## config.mk

```make
export PLATFORM = sky130hd
export DESIGN_NAME = bis_ctrl
export DESIGN_NICKNAME = d
export VERILOG_FILES = /design/src/bis_pkg.sv /design/src/bis_ctrl.sv
export VERILOG_INCLUDE_DIRS = /design/src /design/src/src
export SDC_FILE = /design/constraint.sdc
export NUM_CORES = 1
export LEC_CHECK = 0
export BUFFER_PORTS_ARGS = -buffer_cell sky130_fd_sc_hd__buf_2
export CAP_MARGIN = 10
export CORE_AREA = 2 2 39 41
export CTS_BUF_LIST = sky130_fd_sc_hd__clkbuf_4 sky130_fd_sc_hd__clkbuf_8
export DETAILED_ROUTE_END_ITERATION = 12
export DIE_AREA = 0 0 41 43
export PLACE_DENSITY = 0.66
export SLEW_MARGIN = 10
export SYNTH_ARGS = -nofsm -noshare
export SYNTH_HDL_FRONTEND = slang
export SYNTH_SLANG_ARGS = --single-unit
```

## constraint.sdc

```tcl
create_clock -name clk -period 2.1 [get_ports clk]
set_input_delay 0.21 -clock clk [delete_from_list [all_inputs] [get_ports clk]]
set_output_delay 0.21 -clock clk [all_outputs]
set_load 0.05 [all_outputs]
```

## src/assert_macros.svh

```systemverilog
// Assertion macros shared by the bilinear scaler RTL.
`ifndef ASSERT_MACROS_SVH
`define ASSERT_MACROS_SVH

// Same-cycle implication, checked on every rising edge outside reset.
`define BIS_ASSERT_IMP(lbl, ante, cons, msg) \
  lbl: assert property (@(posedge clk) disable iff (rst) (ante) |-> (cons)) \
    else $error(msg);

// Next-cycle implication, checked on every rising edge outside reset.
`define BIS_ASSERT_NXT(lbl, ante, cons, msg) \
  lbl: assert property (@(posedge clk) disable iff (rst) (ante) |=> (cons)) \
    else $error(msg);

`endif

```

## src/bis_pkg.sv

```systemverilog
// Shared constants, types and helpers of the bilinear image scaler.
`default_nettype none

package bis_pkg;

  // Frame memory geometry and fixed-point format.
  localparam int MAX_WIDTH  = 512;
  localparam int MAX_HEIGHT = 512;
  localparam int FRAC_BITS  = 12;

  // Field widths.
  localparam int COORD_W = 12;
  localparam int CHAN_W  = 8;
  localparam int PIX_W   = 3 * CHAN_W;
  localparam int SIZE_W  = 10;
  localparam int SCALE_W = 16;
  localparam int CFG_W   = 16;
  localparam int CFG_IDX_W = 2;

  // Derived widths.
  localparam int XW        = $clog2(MAX_WIDTH);
  localparam int YW        = $clog2(MAX_HEIGHT);
  localparam int MEM_DEPTH = MAX_WIDTH * MAX_HEIGHT;
  localparam int ADDR_W    = $clog2(MEM_DEPTH);
  localparam int PROD_W    = COORD_W + SCALE_W;
  localparam int INT_W     = PROD_W - FRAC_BITS;
  localparam int CMP_W     = INT_W + 1;
  localparam int WF_W      = FRAC_BITS + 1;
  localparam int W_W       = 2 * FRAC_BITS + 1;
  localparam int ACC_W     = 2 * FRAC_BITS + CHAN_W + 2;

  localparam logic [WF_W-1:0]   ONE      = WF_W'(1) << FRAC_BITS;
  localparam logic [ADDR_W-1:0] ROW_STEP = ADDR_W'(MAX_WIDTH);

  // Commands.
  localparam logic CMD_STORE   = 1'b0;
  localparam logic CMD_COMPUTE = 1'b1;

  // Configuration register indexes.
  localparam logic [CFG_IDX_W-1:0] REG_SOURCE_WIDTH  = 2'd0;
  localparam logic [CFG_IDX_W-1:0] REG_SOURCE_HEIGHT = 2'd1;
  localparam logic [CFG_IDX_W-1:0] REG_INVERSE_SCALE = 2'd2;

  // Configuration reset values.
  localparam logic [SIZE_W-1:0]  RST_SOURCE_WIDTH  = 10'd512;
  localparam logic [SIZE_W-1:0]  RST_SOURCE_HEIGHT = 10'd512;
  localparam logic [SCALE_W-1:0] RST_INVERSE_SCALE = 16'd4096;

  // Neighbor order: upper left, upper right, lower left, lower right.
  localparam logic [1:0] NB_UL = 2'd0;
  localparam logic [1:0] NB_UR = 2'd1;
  localparam logic [1:0] NB_LL = 2'd2;
  localparam logic [1:0] NB_LR = 2'd3;

  // Commands from the controller to the datapath.
  typedef struct packed {
    logic       store_en;
    logic       load_in;
    logic       mul;
    logic       wgt;
    logic       rd_en;
    logic [1:0] rd_idx;
    logic       mac_en;
    logic [1:0] mac_idx;
    logic       out_load;
  } bis_cmd_t;

  // Status from the datapath to the controller.
  typedef struct packed {
    logic in_image;
  } bis_status_t;

  // Frame memory address of a pixel, row-major.
  function automatic logic [ADDR_W-1:0] pix_addr(input logic [XW-1:0] x,
                                                 input logic [YW-1:0] y);
    pix_addr = ADDR_W'(y) * ROW_STEP + ADDR_W'(x);
  endfunction

endpackage

`default_nettype wire

```

## src/bis_ctrl.sv

```systemverilog
// Controller state machine of the bilinear image scaler.
`default_nettype none

`include "assert_macros.svh"

module bis_ctrl (
  input  wire                 clk,
  input  wire                 rst,
  input  wire                 in_valid,
  output logic                in_stall,
  input  wire                 command,
  output logic                out_valid,
  input  wire                 out_stall,
  input  bis_pkg::bis_status_t status,
  output bis_pkg::bis_cmd_t   cmd
);

  typedef enum logic [2:0] {
    S_IDLE,
    S_MUL,
    S_WGT,
    S_READ,
    S_LAST,
    S_DONE
  } state_t;

  state_t     state;
  logic [1:0] rd_cnt;
  logic       out_free;

  assign in_stall = (state != S_IDLE);
  assign out_free = !out_valid || !out_stall;

  always_comb begin
    cmd = '0;
    case (state)
      S_IDLE: begin
        cmd.store_en = in_valid && (command == bis_pkg::CMD_STORE);
        cmd.load_in  = in_valid && (command == bis_pkg::CMD_COMPUTE);
      end
      S_MUL: begin
        cmd.mul = 1'b1;
      end
      S_WGT: begin
        cmd.wgt = 1'b1;
      end
      S_READ: begin
        // Each pixel is weighted in the cycle after its read.
        cmd.rd_en   = 1'b1;
        cmd.rd_idx  = rd_cnt;
        cmd.mac_en  = (rd_cnt != bis_pkg::NB_UL);
        cmd.mac_idx = rd_cnt - 2'd1;
      end
      S_LAST: begin
        cmd.mac_en  = 1'b1;
        cmd.mac_idx = bis_pkg::NB_LR;
      end
      S_DONE: begin
        cmd.out_load = out_free;
      end
      default: begin
        cmd = '0;
      end
    endcase
  end

  always_ff @(posedge clk) begin
    if (rst) begin
      state     <= S_IDLE;
      rd_cnt    <= 2'd0;
      out_valid <= 1'b0;
    end else begin
      case (state)
        S_IDLE: begin
          if (in_valid && (command == bis_pkg::CMD_COMPUTE)) begin
            state <= S_MUL;
          end
        end
        S_MUL: begin
          state <= S_WGT;
        end
        S_WGT: begin
          rd_cnt <= 2'd0;
          state  <= status.in_image ? S_READ : S_DONE;
        end
        S_READ: begin
          rd_cnt <= rd_cnt + 2'd1;
          if (rd_cnt == bis_pkg::NB_LR) begin
            state <= S_LAST;
          end
        end
        S_LAST: begin
          state <= S_DONE;
        end
        S_DONE: begin
          if (out_free) begin
            state <= S_IDLE;
          end
        end
        default: begin
          state <= S_IDLE;
        end
      endcase

      if (cmd.out_load) begin
        out_valid <= 1'b1;
      end else if (out_valid && !out_stall) begin
        out_valid <= 1'b0;
      end
    end
  end

  `BIS_ASSERT_IMP(a_result_from_done, $rose(out_valid), $past(state) == S_DONE, "result without finished transaction")
  `BIS_ASSERT_IMP(a_last_after_four, state == S_LAST, $past(state) == S_READ && $past(rd_cnt) == 2'd3, "last weighting step without four reads")
  `BIS_ASSERT_IMP(a_busy_no_store, state != S_IDLE, !cmd.store_en && !cmd.load_in, "transaction taken while busy")

endmodule

`default_nettype wire

```

==> reports/results.ini, run 1 <==
[run_status]
outcome=complete, no violations

[die]
initial_core_util=0.310
rows=14
die_w_um=41
die_area_sq_um=1760
io_pins=19
fp.dieH_um=43
core_region_area_sq_um=1380

[synthesis]
syn-num-nets=59
synth.distinct_cells=24
ys.flop_type=dfxtp_1
synth_edf_count=0
netlist_area_sq_um=429
syn_avg_cell_area_sq_um=8.41
ys_seq_elements=6
synth-seq-area-share=0.280
synthArstFlopShare=0
syn_inst=51
ys_warn_count=0

[power]
power.total_mw=0.584
leakage_nw=0.295
peakVddDrop_uv=481
power.density_nw_per_um2=1100

[drt]
drc_errors=0
wl_met2_um=397
met3_length_um=66
top_layer=met3
wire_per_inst_um=10.1
dr_total_vias=419
viasPerCell=4.93
ant_nets=0
drtIter0Drc=4
met1_length_um=394
drt_wl_total_um=857
dr.pass1.iters=4

[clocking]
clock_path_buffers=2
clock-root-buffer=clkbuf_4
cts_htree_levels=1
clk_pin_slew_worst_paths_ps=50
cts_resized=0
cts_tree=done
postCtsSetupBuffers=0
holdBufCountCts=0
cts.sinks=6
insertion_delay_ps=240
numCtsBuffers=3

[setup_path]
r2r_cells=3
regToRegSetupSlack_ps=850
crit_type=reg2out
worst_ep_required_time_ps=1890
critPathLaunchType=register
worstPathMaxFanout=15
timing.rr.start=state[1]
endpoint=cmd[9]
endpoint_kind=output pin
worstReg2RegEnd=state[0]
arrival_ps=1480
critPathLaunch=state[0]

[sta]
rsz0062_at_grt=false
period_share=0.805
finClkSkew_ps=2.77
fin_setup_tns_ps=0
slew_violations=0
fmax_mhz=591
setup_viol=0
finalCriticalPeriod_ps=1690
final-hold-violation-count=0
slew_headroom=0.661
worstMarginPinSlew_ps=508

[finish]
multi_input_area_sq_um=256
postLayoutCoreUtil=0.384
insertedDiodeCount=0
syn_to_final_growth_pct=23.9
layout_commonest_cell=buf_2
final_nets=79
drive_above_1_share=0.362
nFillCells=153
mostFrequentLayoutCells=18 x buf_2, 6 x inv_1, 6 x nor2_1, 6 x dfxtp_1, 5 x a21oi_1
regArea_sq_um=120

[hold_path]
min_path_type=in2reg
holdPathStages=2

[placed_design]
hpwl_um=656
port_buffers=18
gp_congestion=0.715

[global_route]
grt_overflow_total=0
antenna_found_initial=0
grt_max_degree=16
first_global_vias=330
grt_util_all_layers=0.103
grt_first_pass_wirelength_um=1280

[run]
maxCapViolCount=0

through the flow:
stage / std cells / hold slack (ps) / setup slack, ps / area, sq um
2_1_floorplan: 51 / 279 / 144 / 429
3_3_place_gp: 82 / 443 / 688 / 509
3_5_place_dp: 82 / 445 / 653 / 509
4_1_cts: 85 / 189 / 390 / 532
5_1_grt: 85 / 192 / 261 / 532
6_report: 85 / 193 / 409 / 532
cells in the mapped netlist, drive strengths merged (2+ instances only):
master  number  share of area
dfxtp        6           0.28
inv          6          0.052
nor2         6          0.052
a21oi        5          0.058
nand2        4          0.035
buf          3          0.070
o22ai        3          0.044
and3         2          0.029
ha           2          0.058
nand2b       2          0.052
o221ai       2          0.055
where the power goes:
part	switching [mW]	internal, mW
sequential	0.0471	0.130
clock	0.0407	0.0646
combinational	0.212	0.0894
logic make-up (layout without fill, tap and decap cells):
group,count (synthesis),in the layout,share of synthesized area
adders and majority gates,2,2,0.0583
muxes,1,1,0.0233
buffers and inverters,9,27,0.122
and+or+nand+nor,20,20,0.294
DFF,6,6,0.280
AOI/OAI and AO/OA,13,13,0.222
flip-flops by register name (all words and copies together) (netlist names):
| register | cells |
|---|---|
| state | 3 |
| out_valid | 1 |
| rd_cnt | 2 |
routing by layer:
metal  track usage  up-vias
met5             0        -
met4        0.0200        0
met3        0.0471        0
met2         0.159       17
met1         0.129      184
li1              -      218
critical path: stages (launching register included):
cell	delay [ps]
dfxtp_1	460
nor3_1	340
and3_1	190
buf_2	250
final cells by class:
type | count | area share
clock buffers | 3 | 0.0424
inverters | 6 | 0.0424
multi-input cells | 36 | 0.482
flip-flops and latches | 6 | 0.226
well taps | 16 | 0.0376
repair buffers | 18 | 0.169
worst min-delay path by stage:
stage | start | slack [ps] | end
3_5_place_dp | rst | 450 | out_valid
6_report | rst | 190 | rd_cnt[1]
4_1_cts | rst | 190 | out_valid
5_1_grt | rst | 190 | out_valid
3_3_place_gp | rst | 440 | out_valid
2_1_floorplan | rst | 280 | out_valid
Note: power is estimated with default switching activity, not from simulation.
==> inputs of run 2 (changes only) <==
Settings changed: PLACE_DENSITY 0.66 to 0.68.
Clock period 2.1 ns to 1.45 ns, I/O delays scaled along.
==> reports/results.ini, run 2 (synthesis gave the netlist of run 1 again) <==
[sta]
final-hold-violation-count=0  ; unchanged
fin_ws_ps=61.3  ; was 409 ps
finClkSkew_ps=0.426  ; was 2.77 ps
slew_violations=0  ; unchanged
finalCriticalPeriod_ps=1390
fmax_mhz=720
setup_viol=0  ; unchanged
slew_headroom=0.830  ; was 0.661
worstMarginPinSlew_ps=252  ; was 508 ps
period_share=0.958
rsz0062_at_grt=true  ; was false

[global_route]
grt_max_degree=12  ; was 16
grt_util_all_layers=0.118  ; was 0.103
antenna_found_initial=0  ; unchanged
first_global_vias=393  ; was 330
grt_first_pass_wirelength_um=1400  ; was 1280 um
grt_overflow_total=0  ; unchanged

[finish]
insertedDiodeCount=0  ; unchanged
syn_to_final_growth_pct=45.5  ; was 23.9%
largest_reg_flops=3  ; unchanged
largestRegisters=state (3), rd_cnt (2), out_valid (1)  ; unchanged
regMostFlops=state  ; unchanged
postLayoutCoreUtil=0.451  ; was 0.384
mostFrequentLayoutCells=12 x buf_2, 6 x inv_1, 6 x buf_4, 5 x nor2_1  ; was 18 x buf_2, 6 x inv_1, 6 x nor2_1, 6 x dfxtp_1, 5 x a21oi_1
multi_input_area_sq_um=305  ; was 256 sq um
drive_above_1_share=0.535  ; was 0.362
layout_commonest_cell=buf_2  ; unchanged
nFillCells=134  ; was 153
regArea_sq_um=130  ; was 120 sq um
final_nets=81  ; was 79

[die]
initial_core_util=0.310  ; unchanged
fp.dieH_um=43  ; unchanged
die_w_um=41  ; unchanged
core_region_area_sq_um=1380  ; unchanged
rows=14  ; unchanged
die_area_sq_um=1760  ; unchanged
io_pins=19  ; unchanged

[run]
maxCapViolCount=0  ; unchanged

[drt]
dr.pass1.iters=4  ; unchanged
drc_errors=0  ; unchanged
wire_per_inst_um=10.8  ; was 10.1 um
ant_nets=0  ; unchanged
drtIter0Drc=8  ; was 4
viasPerCell=4.89  ; was 4.93
met1_length_um=425  ; was 394 um
met3_length_um=28  ; was 66 um
wl_met2_um=484  ; was 397 um
dr_total_vias=425  ; was 419
top_layer=met3  ; unchanged
drt_wl_total_um=938  ; was 857 um

[clocking]
numCtsBuffers=3  ; unchanged
insertion_delay_ps=240  ; about the same
clock_path_buffers=2  ; unchanged
clock-root-buffer=clkbuf_4  ; unchanged
clk_pin_slew_worst_paths_ps=40  ; was 50 ps
cts.sinks=6  ; unchanged
cts_tree=done  ; unchanged
postCtsSetupBuffers=0  ; unchanged
holdBufCountCts=0  ; unchanged
cts_htree_levels=1  ; unchanged

[power]
power.density_nw_per_um2=1530  ; was 1100 nW/um^2
peakVddDrop_uv=578  ; was 481 uV
leakage_nw=0.320  ; was 0.295 nW

[setup_path]
endpoint_kind=output pin  ; unchanged
timing.rr.start=rd_cnt[0]  ; was state[1]
crit_type=reg2out  ; unchanged
arrival_ps=1240  ; was 1480 ps
worst_ep_required_time_ps=1310  ; was 1890 ps
critPathLaunch=state[2]  ; was state[0]
slowest_delay_ps=410  ; was 460 ps
slowest_stage=dfxtp_4  ; was dfxtp_1
crit_chain=nor2b_2, nand2_1, a21oi_2, buf_4  ; was nor3_1, and3_1, buf_2
cp_top_family=flip-flops  ; was simple AND/OR/NAND/NOR gates
critPathLaunchType=register  ; unchanged
worstPathMaxFanout=10  ; was 15
timing.critical_path.buf_inv=1  ; unchanged

[hold_path]
min_path_type=in2reg  ; unchanged
min_from=rst  ; unchanged

[placed_design]
port_buffers=18  ; unchanged
hpwl_um=721  ; was 656 um
gp_congestion=0.761  ; was 0.715
dp_slack_ps=114  ; was 653 ps

[run_status]
outcome=complete, no violations  ; unchanged

[run 2: cell types whose count changed in the layout (fill, tap and decap cells not counted), sizes merged]
cell,delta
buf,+1
clkbuf,+1
[run 2: worst paths after layout]
path         slack, ps   endpoint  depth (start not counted)
max                 60     cmd[0]                          4
min                130  rd_cnt[0]                          2
max reg2reg        410   state[1]                          3
min reg2reg        480  rd_cnt[1]                          2
[run 2: area by class of cell]
type / instances / area share
clock buffers: 3 / 0.0361
multi-input cells: 36 / 0.489
inverters: 6 / 0.0361
repair buffers: 20 / 0.198
well taps: 16 / 0.0321
flip-flops and latches: 6 / 0.208
[run 2: repair_timing]
action	CTS	global route
resized for setup	11	7
setup endpoints to repair	10	6
pin swaps	0	0
[run 2: per-stage QoR]
stage | std cells | area [sq um] | setup TNS [ps] | power [mW] | hold slack, ps
2_1_floorplan | 51 | 447 | -164 | 0.657 | 214
3_3_place_gp | 84 | 542 | 0 | 0.732 | 377
3_5_place_dp | 84 | 542 | 0 | 0.737 | 379
4_1_cts | 87 | 591 | 0 | 0.928 | 120
5_1_grt | 87 | 624 | -5.94 | 1.01 | 124
6_report | 87 | 624 | 0 | 0.952 | 127
[run 2: layer usage]
metal  track usage  up-vias
li1              -      223
met1         0.126      193
met2         0.188        9
met3        0.0314        0
met4        0.0800        0
met5             0        -
[run 2: power breakdown]
group | total [mW] | switching (mW) | internal (mW)
sequential | 0.269 | 0.0719 | 0.197
clock | 0.150 | 0.0570 | 0.0934
combinational | 0.533 | 0.339 | 0.195
